[config.mk]
export PLATFORM = sky130hd
export DESIGN_NAME = usb_pd_bmc_receiver
export DESIGN_NICKNAME = d
export VERILOG_FILES = /design/src/hw/rtl/usbpd_pkg.sv /design/src/hw/rtl/usb_pd_bmc_receiver.sv /design/src/hw/rtl/usbpd_front.sv /design/src/hw/rtl/usbpd_evq.sv /design/src/hw/rtl/usbpd_back.sv
export SDC_FILE = /design/constraint.sdc
export NUM_CORES = 1
export LEC_CHECK = 0
export BUFFER_PORTS_ARGS = -buffer_cell sky130_fd_sc_hd__buf_2
export CORE_MARGIN = 5
export CORE_UTILIZATION = 50
export CTS_CLUSTER_SIZE = 20
export DETAILED_ROUTE_END_ITERATION = 8
export PLACE_DENSITY = 0.81
export SLEW_MARGIN = 20
export SYNTH_ARGS = -nofsm -noshare
export SYNTH_HDL_FRONTEND = slang
export SYNTH_SLANG_ARGS = --single-unit
export TNS_END_PERCENT = 100
[constraint.sdc]
create_clock -name clk -period 8.17 [get_ports clk]
set_input_delay 0.4085 -clock clk [delete_from_list [all_inputs] [get_ports clk]]
set_output_delay 0.4085 -clock clk [all_outputs]
set_load 0.05 [all_outputs]
[src/hw/rtl/usbpd_pkg.sv]
// usbpd_pkg: shared types, constants and 4b5b tables for the bmc receiver
// depends on nothing; imported by every module of the block
`timescale 1ns / 1ps
`default_nettype none
package usbpd_pkg;

  localparam int MaxSymbolsDefault   = 132;
  localparam int PayloadBytesDefault = 64;

  // configuration register indexes
  localparam logic [1:0] CFG_SHORT_LIMIT = 2'd0;
  localparam logic [1:0] CFG_LONG_LIMIT  = 2'd1;
  localparam logic [1:0] CFG_ACK_MASK    = 2'd2;

  // decoded symbol codes
  localparam logic [4:0] K_S1  = 5'd16;
  localparam logic [4:0] K_S2  = 5'd17;
  localparam logic [4:0] K_S3  = 5'd18;
  localparam logic [4:0] K_R1  = 5'd19;
  localparam logic [4:0] K_R2  = 5'd20;
  localparam logic [4:0] K_EOP = 5'd21;
  localparam logic [4:0] K_BAD = 5'd22;

  localparam logic [31:0] CRC_RESIDUE = 32'hDEBB20E3;
  localparam logic [31:0] CRC_POLY    = 32'hEDB88320;
  localparam logic [4:0]  MTYPE_GOODCRC = 5'h01;

  localparam int NumTargets = 7;

  // event handed from front to back
  typedef enum logic {
    EV_BYTE = 1'b0,
    EV_EOP  = 1'b1
  } ev_kind_t;

  typedef struct packed {
    ev_kind_t   kind;
    logic       first;   // first event since the frame state was cleared
    logic [7:0] data;
    logic [2:0] target;
  } ev_t;

  // 4b5b line code to symbol
  function automatic logic [4:0] sym_decode(input logic [4:0] code);
    logic [4:0] s;
    unique case (code)
      5'd6:  s = K_S3;
      5'd7:  s = K_R1;
      5'd9:  s = 5'd1;
      5'd10: s = 5'd4;
      5'd11: s = 5'd5;
      5'd13: s = K_EOP;
      5'd14: s = 5'd6;
      5'd15: s = 5'd7;
      5'd17: s = K_S2;
      5'd18: s = 5'd8;
      5'd19: s = 5'd9;
      5'd20: s = 5'd2;
      5'd21: s = 5'd3;
      5'd22: s = 5'd10;
      5'd23: s = 5'd11;
      5'd24: s = K_S1;
      5'd25: s = K_R2;
      5'd26: s = 5'd12;
      5'd27: s = 5'd13;
      5'd28: s = 5'd14;
      5'd29: s = 5'd15;
      5'd30: s = 5'd0;
      default: s = K_BAD;
    endcase
    return s;
  endfunction

  function automatic logic [19:0] oset(input logic [4:0] a, input logic [4:0] b,
                                       input logic [4:0] c, input logic [4:0] d);
    return {d, c, b, a};
  endfunction

  // ordered set of each target
  function automatic logic [19:0] target_set(input int t);
    logic [19:0] v;
    unique case (t)
      0: v = oset(K_S1, K_S1, K_S1, K_S2);
      1: v = oset(K_S1, K_S1, K_S3, K_S3);
      2: v = oset(K_S1, K_S3, K_S1, K_S3);
      3: v = oset(K_S1, K_R2, K_R2, K_S3);
      4: v = oset(K_S1, K_R2, K_S3, K_S2);
      5: v = oset(K_R1, K_R1, K_R1, K_R2);
      default: v = oset(K_R1, K_S1, K_R1, K_S3);
    endcase
    return v;
  endfunction

  // reflected crc-32 over one byte
  function automatic logic [31:0] crc_byte(input logic [31:0] crc_in, input logic [7:0] b);
    logic [31:0] c;
    c = crc_in ^ {24'd0, b};
    for (int i = 0; i < 8; i++) begin
      c = c[0] ? ((c >> 1) ^ CRC_POLY) : (c >> 1);
    end
    return c;
  endfunction

endpackage
`default_nettype wire

[src/hw/rtl/usb_pd_bmc_receiver.sv]
// usb_pd_bmc_receiver: top level of the bmc / 4b5b receiver
// depends on usbpd_pkg, usbpd_front, usbpd_evq, usbpd_back
//
// channel  | handshake          | beat contents
// ---------+--------------------+-----------------------------------------
// input    | push / full        | pulse_length
// config   | cfg_valid/cfg_ready| cfg_index, cfg_data
// result   | empty / pop        | item_kind .. ack_message_id
//
// one pulse per clock is accepted while full is low; the front decodes it in
// the cycle it is taken and writes any event into the two-entry event queue at
// that edge; the back moves it into the result register once that register
// is empty or being popped.
// rst clears frame state, queue and result register; config takes defaults.
// full rises only when the queue is full while the result is not popped.
// cfg_ready is always high.
`timescale 1ns / 1ps
`default_nettype none
module usb_pd_bmc_receiver
  import usbpd_pkg::*;
#(
  parameter int MAX_SYMBOLS   = MaxSymbolsDefault,
  parameter int PAYLOAD_BYTES = PayloadBytesDefault
) (
  input  wire logic        clk,
  input  wire logic        rst,
  input  wire logic        push,
  output logic             full,
  input  wire logic [14:0] pulse_length,
  input  wire logic        cfg_valid,
  output logic             cfg_ready,
  input  wire logic [1:0]  cfg_index,
  input  wire logic [7:0]  cfg_data,
  output logic             empty,
  input  wire logic        pop,
  output logic             item_kind,
  output logic [7:0]       payload_byte,
  output logic [2:0]       frame_target,
  output logic             crc_good,
  output logic [6:0]       frame_bytes,
  output logic             ack_request,
  output logic [2:0]       ack_message_id
);

  logic [7:0] short_limit;
  logic [7:0] long_limit;
  logic [6:0] ack_target_mask;

  logic take;
  ev_t  f_ev, q_ev;
  logic f_ev_valid, q_valid, q_take, q_full;

  assign cfg_ready = 1'b1;
  assign full      = q_full;
  assign take      = push && !q_full;

  // configuration registers
  always_ff @(posedge clk) begin
    if (rst) begin
      short_limit     <= 8'd16;
      long_limit      <= 8'd24;
      ack_target_mask <= 7'd1;
    end else if (cfg_valid) begin
      unique case (cfg_index)
        CFG_SHORT_LIMIT: short_limit     <= cfg_data;
        CFG_LONG_LIMIT:  long_limit      <= cfg_data;
        CFG_ACK_MASK:    ack_target_mask <= cfg_data[6:0];
        default: ;
      endcase
    end
  end

  usbpd_front #(.MAX_SYMBOLS(MAX_SYMBOLS)) u_front (
    .clk, .rst, .take, .pulse_length, .short_limit, .long_limit,
    .ev(f_ev), .ev_valid(f_ev_valid)
  );

  usbpd_evq u_evq (
    .clk, .rst, .wr(take && f_ev_valid), .wr_data(f_ev),
    .rd(q_take), .rd_data(q_ev), .rd_valid(q_valid), .q_full
  );

  usbpd_back #(.PAYLOAD_BYTES(PAYLOAD_BYTES)) u_back (
    .clk, .rst, .ev(q_ev), .ev_valid(q_valid), .ev_take(q_take),
    .ack_target_mask, .pop, .empty, .item_kind, .payload_byte, .frame_target,
    .crc_good, .frame_bytes, .ack_request, .ack_message_id
  );

endmodule
`default_nettype wire

[src/hw/rtl/usbpd_front.sv]
// usbpd_front: pulse classification, bmc bits, 4b5b symbols and frame phase
// depends on usbpd_pkg; emits byte and end-of-packet events
`timescale 1ns / 1ps
`default_nettype none
module usbpd_front
  import usbpd_pkg::*;
#(
  parameter int MAX_SYMBOLS = MaxSymbolsDefault
) (
  input  wire logic        clk,
  input  wire logic        rst,
  input  wire logic        take,
  input  wire logic [14:0] pulse_length,
  input  wire logic [7:0]  short_limit,
  input  wire logic [7:0]  long_limit,
  output ev_t              ev,
  output logic             ev_valid
);

  typedef enum logic [1:0] {
    PH_INIT, PH_PREAMBLE, PH_SOP, PH_PAYLOAD
  } phase_t;

  localparam logic [7:0] MaxSym = 8'(MAX_SYMBOLS);

  phase_t             phase, phase_next;
  logic               short_pending, short_pending_next;
  logic signed [8:0]  adjust, adjust_next;
  logic [4:0]         window, window_next;
  logic [2:0]         bit_cnt, bit_cnt_next;
  logic [7:0]         sym_cnt, sym_cnt_next;
  logic [19:0]        oset_reg, oset_next;
  logic [4:0]         low_nib, low_nib_next;
  logic [2:0]         target, target_next;
  logic               first, first_next;

  // combinational step for one pulse
  always_comb begin
    logic signed [16:0] dur;
    logic signed [16:0] thr;
    logic               is_long;
    logic               push_b;
    logic               bit_v;
    logic [4:0]         sym;
    logic [7:0]         idx;
    logic [7:0]         pair;
    phase_t             ph;

    phase_next         = phase;
    short_pending_next = short_pending;
    adjust_next        = adjust;
    window_next        = window;
    bit_cnt_next       = bit_cnt;
    sym_cnt_next       = sym_cnt;
    oset_next          = oset_reg;
    low_nib_next       = low_nib;
    target_next        = target;
    first_next         = first;
    ev_valid           = 1'b0;
    ev.kind            = EV_BYTE;
    ev.first           = first;
    ev.data            = 8'd0;
    ev.target          = target;
    push_b = 1'b0;
    bit_v  = 1'b0;
    sym    = 5'd0;
    idx    = sym_cnt;
    pair   = 8'd0;
    ph     = phase;
    dur    = {2'b00, pulse_length};
    thr    = 17'sd0;
    is_long = 1'b0;

    if (pulse_length == 15'd0) begin
      phase_next = PH_INIT;
    end else begin
      // a new frame starts from cleared state
      if (phase == PH_INIT) begin
        ph                 = PH_PREAMBLE;
        short_pending_next = 1'b0;
        adjust_next        = 9'sd0;
        window_next        = 5'd0;
        bit_cnt_next       = 3'd0;
        sym_cnt_next       = 8'd0;
        oset_next          = 20'd0;
        low_nib_next       = 5'd0;
        target_next        = 3'd0;
        first_next         = 1'b1;
      end
      // long or short against the adjusted threshold
      thr = $signed({9'd0, long_limit}) + 17'(adjust_next);
      is_long = dur > thr;
      if (!is_long && dur > $signed({9'd0, short_limit}))
        adjust_next = 9'($signed({9'd0, short_limit}) - dur);
      else
        adjust_next = 9'sd0;
      // bmc bit recovery
      if (short_pending_next) begin
        short_pending_next = 1'b0;
        if (is_long) ph = PH_INIT;
        else begin
          push_b = 1'b1;
          bit_v  = 1'b1;
        end
      end else begin
        if (is_long) push_b = 1'b1;
        else short_pending_next = 1'b1;
      end
      if (push_b) begin
        window_next  = {bit_v, window_next[4:1]};
        bit_cnt_next = bit_cnt_next + 3'd1;
      end
      sym = sym_decode(window_next);
      // preamble hunt
      if (ph == PH_PREAMBLE && (sym == K_S1 || sym == K_R1)) begin
        ph           = PH_SOP;
        bit_cnt_next = 3'd5;
      end
      if (ph == PH_SOP && bit_cnt_next == 3'd5) begin
        // ordered set collection
        bit_cnt_next = 3'd0;
        unique case (sym_cnt_next[1:0])
          2'd0: oset_next = oset_next | {15'd0, sym};
          2'd1: oset_next = oset_next | {10'd0, sym, 5'd0};
          2'd2: oset_next = oset_next | {5'd0, sym, 10'd0};
          default: oset_next = oset_next | {sym, 15'd0};
        endcase
        sym_cnt_next = sym_cnt_next + 8'd1;
        if (sym_cnt_next >= 8'd4) begin
          ph = PH_INIT;
          for (int j = 0; j < NumTargets; j++) begin
            if (oset_next == target_set(j)) begin
              target_next = 3'(j);
              ph          = PH_PAYLOAD;
            end
          end
        end
      end else if (ph == PH_PAYLOAD && bit_cnt_next == 3'd5) begin
        // payload symbol pairing
        bit_cnt_next = 3'd0;
        idx = sym_cnt_next;
        if (idx < MaxSym) begin
          sym_cnt_next = idx + 8'd1;
          if (!idx[0]) begin
            low_nib_next = {1'b1, sym[3:0]};
          end else begin
            pair = {sym[3:0], low_nib_next[3:0]};
            if (low_nib_next[4] && sym != K_EOP && (idx + 8'd1) < MaxSym) begin
              ev_valid = 1'b1;
              ev.kind  = EV_BYTE;
              ev.data  = pair;
            end
            low_nib_next = 5'd0;
          end
        end
        if (!ev_valid && sym == K_EOP) begin
          ev_valid = 1'b1;
          ev.kind  = EV_EOP;
          ph       = PH_INIT;
        end
      end
      ev.first   = first_next;
      ev.target  = target_next;
      phase_next = ph;
      if (ev_valid) first_next = 1'b0;
    end
  end

  // frame state registers
  always_ff @(posedge clk) begin
    if (rst) begin
      phase         <= PH_INIT;
      short_pending <= 1'b0;
      adjust        <= 9'sd0;
      window        <= 5'd0;
      bit_cnt       <= 3'd0;
      sym_cnt       <= 8'd0;
      oset_reg      <= 20'd0;
      low_nib       <= 5'd0;
      target        <= 3'd0;
      first         <= 1'b1;
    end else if (take) begin
      phase         <= phase_next;
      short_pending <= short_pending_next;
      adjust        <= adjust_next;
      window        <= window_next;
      bit_cnt       <= bit_cnt_next;
      sym_cnt       <= sym_cnt_next;
      oset_reg      <= oset_next;
      low_nib       <= low_nib_next;
      target        <= target_next;
      first         <= first_next;
    end
  end

  // an event always follows a completed bit, so no half bit is left open
  a_event_no_pending: assert property (@(posedge clk) disable iff (rst)
    (take && ev_valid) |=> !short_pending)
    else $error("event emitted with a half bit pending");

  // payload phase needs a matched target
  a_target_range: assert property (@(posedge clk) disable iff (rst)
    (phase == PH_PAYLOAD) |-> (target < 3'(NumTargets)))
    else $error("target index out of range in payload");

endmodule
`default_nettype wire

[src/hw/rtl/usbpd_evq.sv]
// usbpd_evq: two-entry event queue between front and back
// depends on usbpd_pkg for the event type
`timescale 1ns / 1ps
`default_nettype none
module usbpd_evq
  import usbpd_pkg::*;
(
  input  wire logic clk,
  input  wire logic rst,
  input  wire logic wr,
  input  wire ev_t  wr_data,
  input  wire logic rd,
  output ev_t       rd_data,
  output logic      rd_valid,
  output logic      q_full
);

  ev_t        slot [2];
  logic [1:0] count;
  logic       rd_ptr, wr_ptr;

  assign rd_data  = slot[rd_ptr];
  assign rd_valid = (count != 2'd0);
  assign q_full   = (count == 2'd2);

  // storage
  always_ff @(posedge clk) begin
    if (wr) slot[wr_ptr] <= wr_data;
  end

  // pointers and fill count
  always_ff @(posedge clk) begin
    if (rst) begin
      count  <= 2'd0;
      rd_ptr <= 1'b0;
      wr_ptr <= 1'b0;
    end else begin
      if (wr) wr_ptr <= ~wr_ptr;
      if (rd) rd_ptr <= ~rd_ptr;
      count <= count + {1'b0, wr} - {1'b0, rd};
    end
  end

  a_no_overflow: assert property (@(posedge clk) disable iff (rst)
    q_full |-> !wr || rd)
    else $error("write into full event queue");

endmodule
`default_nettype wire

[src/hw/rtl/usbpd_back.sv]
// usbpd_back: byte count, header capture, crc-32 and frame report
// depends on usbpd_pkg; drives the result register
`timescale 1ns / 1ps
`default_nettype none
module usbpd_back
  import usbpd_pkg::*;
#(
  parameter int PAYLOAD_BYTES = PayloadBytesDefault
) (
  input  wire logic       clk,
  input  wire logic       rst,
  input  wire ev_t        ev,
  input  wire logic       ev_valid,
  output logic            ev_take,
  input  wire logic [6:0] ack_target_mask,
  input  wire logic       pop,
  output logic            empty,
  output logic            item_kind,
  output logic [7:0]      payload_byte,
  output logic [2:0]      frame_target,
  output logic            crc_good,
  output logic [6:0]      frame_bytes,
  output logic            ack_request,
  output logic [2:0]      ack_message_id
);

  localparam logic [6:0] MaxBytes = 7'(PAYLOAD_BYTES);

  logic        out_valid;
  logic [6:0]  byte_cnt;
  logic [15:0] header;
  logic [31:0] crc;

  logic [6:0]  cnt_eff;
  logic [15:0] hdr_eff;
  logic [31:0] crc_eff;
  logic        keep_byte;
  logic        good;
  logic        ack;

  assign empty   = !out_valid;
  assign ev_take = ev_valid && (!out_valid || pop);

  // frame state as seen by this event
  always_comb begin
    cnt_eff   = ev.first ? 7'd0 : byte_cnt;
    hdr_eff   = ev.first ? 16'd0 : header;
    crc_eff   = ev.first ? 32'hFFFF_FFFF : crc;
    keep_byte = (ev.kind == EV_BYTE) && (cnt_eff < MaxBytes);
    good      = (cnt_eff > 7'd4) && (crc_eff == CRC_RESIDUE);
    ack       = good && ack_target_mask[ev.target] && hdr_eff[5] &&
                ((hdr_eff[14:12] != 3'd0) || (hdr_eff[4:0] != MTYPE_GOODCRC));
  end

  // frame accounting
  always_ff @(posedge clk) begin
    if (rst) begin
      byte_cnt <= 7'd0;
      header   <= 16'd0;
      crc      <= 32'hFFFF_FFFF;
    end else if (ev_take) begin
      byte_cnt <= cnt_eff;
      header   <= hdr_eff;
      crc      <= crc_eff;
      if (keep_byte) begin
        byte_cnt <= cnt_eff + 7'd1;
        crc      <= crc_byte(crc_eff, ev.data);
        if (cnt_eff == 7'd0) header <= {8'd0, ev.data};
        else if (cnt_eff == 7'd1) header <= {ev.data, hdr_eff[7:0]};
      end
    end
  end

  // result register
  always_ff @(posedge clk) begin
    if (rst) begin
      out_valid <= 1'b0;
    end else begin
      if (pop && out_valid) out_valid <= 1'b0;
      if (ev_take && (keep_byte || ev.kind == EV_EOP)) out_valid <= 1'b1;
    end
  end

  // result payload
  always_ff @(posedge clk) begin
    if (ev_take && (keep_byte || ev.kind == EV_EOP)) begin
      if (ev.kind == EV_BYTE) begin
        item_kind      <= 1'b0;
        payload_byte   <= ev.data;
        frame_target   <= 3'd0;
        crc_good       <= 1'b0;
        frame_bytes    <= 7'd0;
        ack_request    <= 1'b0;
        ack_message_id <= 3'd0;
      end else begin
        item_kind      <= 1'b1;
        payload_byte   <= 8'd0;
        frame_target   <= ev.target;
        crc_good       <= good;
        frame_bytes    <= cnt_eff;
        ack_request    <= ack;
        ack_message_id <= hdr_eff[11:9];
      end
    end
  end

  a_byte_cap: assert property (@(posedge clk) disable iff (rst)
    byte_cnt <= MaxBytes)
    else $error("byte count above capacity");

endmodule
`default_nettype wire

==> flow_summary_export.csv <==
group,metric,value,unit
status,status,"finished clean",
place,placedCellCount,1507,
logic_synthesis,synth.cell_area,10800,um2
floorplan,start_util,51.1,%
floorplan,core_area,21100,um2
worst_setup_path,critPathMaxStageDelay,0.53,ns
drt,antenna_left,0,
logic_synthesis,synthCells,1236,
place,dpl_cell_area,11200,um2
clock_tree,cts_hold_buf,0,
worst_setup_path,r2r-start,"u_front.phase[1]",
drt,drc,0,
worst_setup_path,critPathKind,"flop to flop",
global_route,grt_pass1_wl,43800,um
floorplan,rows,53,
min_path,holdCritPathClass,"input port to flop",
finish,drive_gt1_share,10.1,%
logic_synthesis,syn-num-nets,1315,
global_route,grt_pass1_vias,8732,
power_and_ir_drop,p_comb_share,5.7,%
drt,wl_met2,12500,um
finish,area_delta_synth_final,9.73,%
finish,instances_no_fill,1539,
clock_tree,cts_made_buffers,17,
power_and_ir_drop,seq_power_share,50.1,%
job,drv_cap,0,
logic_synthesis,synthDistinctLibCells,78,
timing,rsz0062_at_grt,"no",
logic_synthesis,synth_ff_type,"dfxtp_1",
power_and_ir_drop,p_leak,4.69,nW
finish,fin_util,56.0,%
power_and_ir_drop,power_frac_clock,44.2,%
place,gp_congestion,0.934,
drt,dr.max_layer_used,"met4",
drt,finalWirelength,26700,um
logic_synthesis,yosysSeqAreaShare,39.4,%
finish,layout.nets,1330,
logic_synthesis,synth-edff-count,50,
place,io_buffers,55,
worst_setup_path,cp_max_fo,12,
worst_setup_path,critPathLaunchType,"flop",
floorplan,dieArea,24600,um2
finish,insertedDiodeCount,0,
logic_synthesis,yosys_register_bits,187,
worst_setup_path,worst_r2r_path_depth,33,
finish,fin_area,11800,um2
floorplan,io_pins,57,
worst_setup_path,endpoint,"u_front.phase[1]",
timing,skew,0.0161,ns
logic_synthesis,yosysWarnings,0,
finish,largest_reg_flops,32,
floorplan,dieWidth,157,um
drt,vias,9155,
timing,slew_headroom,23.1,%
drt,wl_met1,11800,um
worst_setup_path,cp_slowest_cell,"or4b_1",
clock_tree,postCtsSetupRepairBufs,0,
timing,slew_viol_final,0,
logic_synthesis,syn-mean-instance-area,8.71,um2
floorplan,die_h,157,um
place,dpl.hpwl,18900,um
drt,viasPerCell,5.95,
global_route,grt_max_degree,82,
power_and_ir_drop,ir_drop,0.000146,V
clock_tree,clkLatencyLatePin,0.45,ns
global_route,antenna_found_initial,0,
worst_setup_path,r2r_slack,0.65,ns
drt,drtIter0Drc,865,
worst_setup_path,end_kind,"flop",
power_and_ir_drop,switchingPower,498,uW
clock_tree,cts_sinks,187,
clock_tree,path_clk_slew,0.08,ns
global_route,grt_usage,21.7,%
clock_tree,clk_path_buf_depth,2,
timing,worst_pin_slew,1.15,ns
drt,wl_per_cell,17.4,um
power_and_ir_drop,switching_share,26.1,%
worst_setup_path,worstPathRequired,8.53,ns
clock_tree,root_buffer,"clkbuf_16",
global_route,grt.overflow.total,0,
timing,setup_viol,0,
timing,holdWs,0.218,ns
timing,fin_tns_setup,0,ns
clock_tree,cts_tree,"yes",
drt,wl_met3,1850,um
timing,fmax,133,MHz
drt,first_pass_iters,5,
worst_setup_path,arrival,7.89,ns
power_and_ir_drop,pwr_density_cell,161,nW/um2
clock_tree,htree_levels,4,
worst_setup_path,regToRegEndpoint,"u_front.phase[1]",
timing,final.min_clock_period,7.52,ns
timing,period_share,92.1,%
logic_synthesis,synthArstFlopShare,0,%
worst_setup_path,cp-startpoint,"u_front.phase[1]",
power_and_ir_drop,intPower,1.41,mW
worst_setup_path,cp_common_cell,"ha_1",
timing,hold_viol,0,
## layout by cell type, fill, tap and decap left out, types with 14 or more instances in the layout
cell type / netlist / final
nor2_1: 183 / 183
dfxtp_1: 137 / 137
nand2_1: 70 / 70
a21oi_1: 69 / 69
xnor2_1: 58 / 58
buf_2: 8 / 54
inv_1: 52 / 52
edfxtp_1: 50 / 50
ha_1: 47 / 47
o21ai_0: 42 / 42
nand2b_1: 41 / 41
xor2_1: 38 / 38
o22ai_1: 37 / 37
mux2i_1: 31 / 30
nor2b_1: 22 / 22
and2_1: 22 / 21
nor3_1: 20 / 20
a32oi_1: 18 / 18
clkbuf_16: 0 / 17
nand3_1: 16 / 16
a22oi_1: 16 / 16
a21o_1: 15 / 15
and3_1: 14 / 14
## power groups by stage
stage / Combinational [mW] / Clock, mW / Sequential, mW
final: 0.108 / 0.844 / 0.955
after global routing: 0.119 / 0.898 / 0.955
after CTS: 0.106 / 0.853 / 0.955
after detailed placement: 0.105 / 0 / 0.976
after global placement: 0.104 / 0 / 0.976
after floorplan: 0.0739 / 0 / 0.974
## cells in the mapped netlist, types with 38 or more instances
| cell type | instances | share of area [%] |
|---|---|---|
| a21oi_1 | 69 | 3.2 |
| clkbuf_1 | 51 | 1.8 |
| dfxtp_1 | 137 | 25 |
| edfxtp_1 | 50 | 14 |
| ha_1 | 47 | 5.5 |
| inv_1 | 52 | 1.8 |
| nand2_1 | 70 | 2.4 |
| nand2b_1 | 41 | 2.4 |
| nor2_1 | 183 | 6.4 |
| o21ai_0 | 42 | 2.0 |
| xnor2_1 | 58 | 4.7 |
| xor2_1 | 38 | 3.1 |
## critical path, delay by kind of cell (launching register included)
kind / cells / cell delay, ns
AO/OA/AOI/OAI: 13 / 2.67
AND/OR/NAND/NOR: 11 / 2.62
adder cells (fa/ha/maj): 4 / 1.21
flip-flops: 1 / 0.39
buffers and inverters: 3 / 0.27
multiplexers: 1 / 0.20
XOR/XNOR: 1 / 0.09
## layout make-up
type | instances | area (um2)
sequential | 187 | 4240
fill | 1856 | 9280
clock inverter | 15 | 179
timing repair buffer | 67 | 368
tap | 275 | 344
inverter | 52 | 195
multi-input combinational | 926 | 6060
clock buffer | 17 | 425
## how the worst min path moves through the flow
stage,from,to,slack [ns],cells after the start
3_5_place_dp,u_front.oset_reg[19],u_front.oset_reg[19],0.45,2
6_report,cfg_data[7],short_limit[7],0.22,3
4_1_cts,cfg_data[0],short_limit[0],0.21,3
2_1_floorplan,ack_target_mask[0],ack_target_mask[0],0.44,1
5_1_grt,cfg_data[2],short_limit[2],0.25,3
3_3_place_gp,u_front.short_pending,u_front.short_pending,0.44,2
## logic make-up (layout without fill, tap and decap cells)
family	Yosys count	count (layout)	share of synthesized area, %
flops	187	187	39.4
mux	37	37	3.51
simple gates	455	455	20.9
compound gates	288	288	17.8
fa+ha+maj	49	49	5.83
other cells	1	1	0.0348
buf+inv	123	151	4.67
xor+xnor	96	96	7.81
## repair_timing
item | in CTS | in global routing
resized for setup | 0 | 7
setup endpoints to repair | 0 | 22
endpoints found under the hold margin | 0 | 0
## stage by stage
| stage | power (mW) | worst slack [ns] |
|---|---|---|
| 2_1_floorplan | 1.05 | 0.590 |
| 3_3_place_gp | 1.08 | 0.803 |
| 3_5_place_dp | 1.08 | 0.634 |
| 4_1_cts | 1.91 | 0.537 |
| 5_1_grt | 1.97 | 0.0856 |
| 6_report | 1.91 | 0.648 |
## routing by layer
| layer | vias up | GRT usage (%) |
|---|---|---|
| met2 | 352 | 34.9 |
| met5 | - | 0 |
| met1 | 4326 | 29.5 |
| li1 | 4424 | - |
| met4 | 0 | 7.64 |
| met3 | 53 | 3.90 |
No activity file was read; power rests on OpenSTA's default activity.
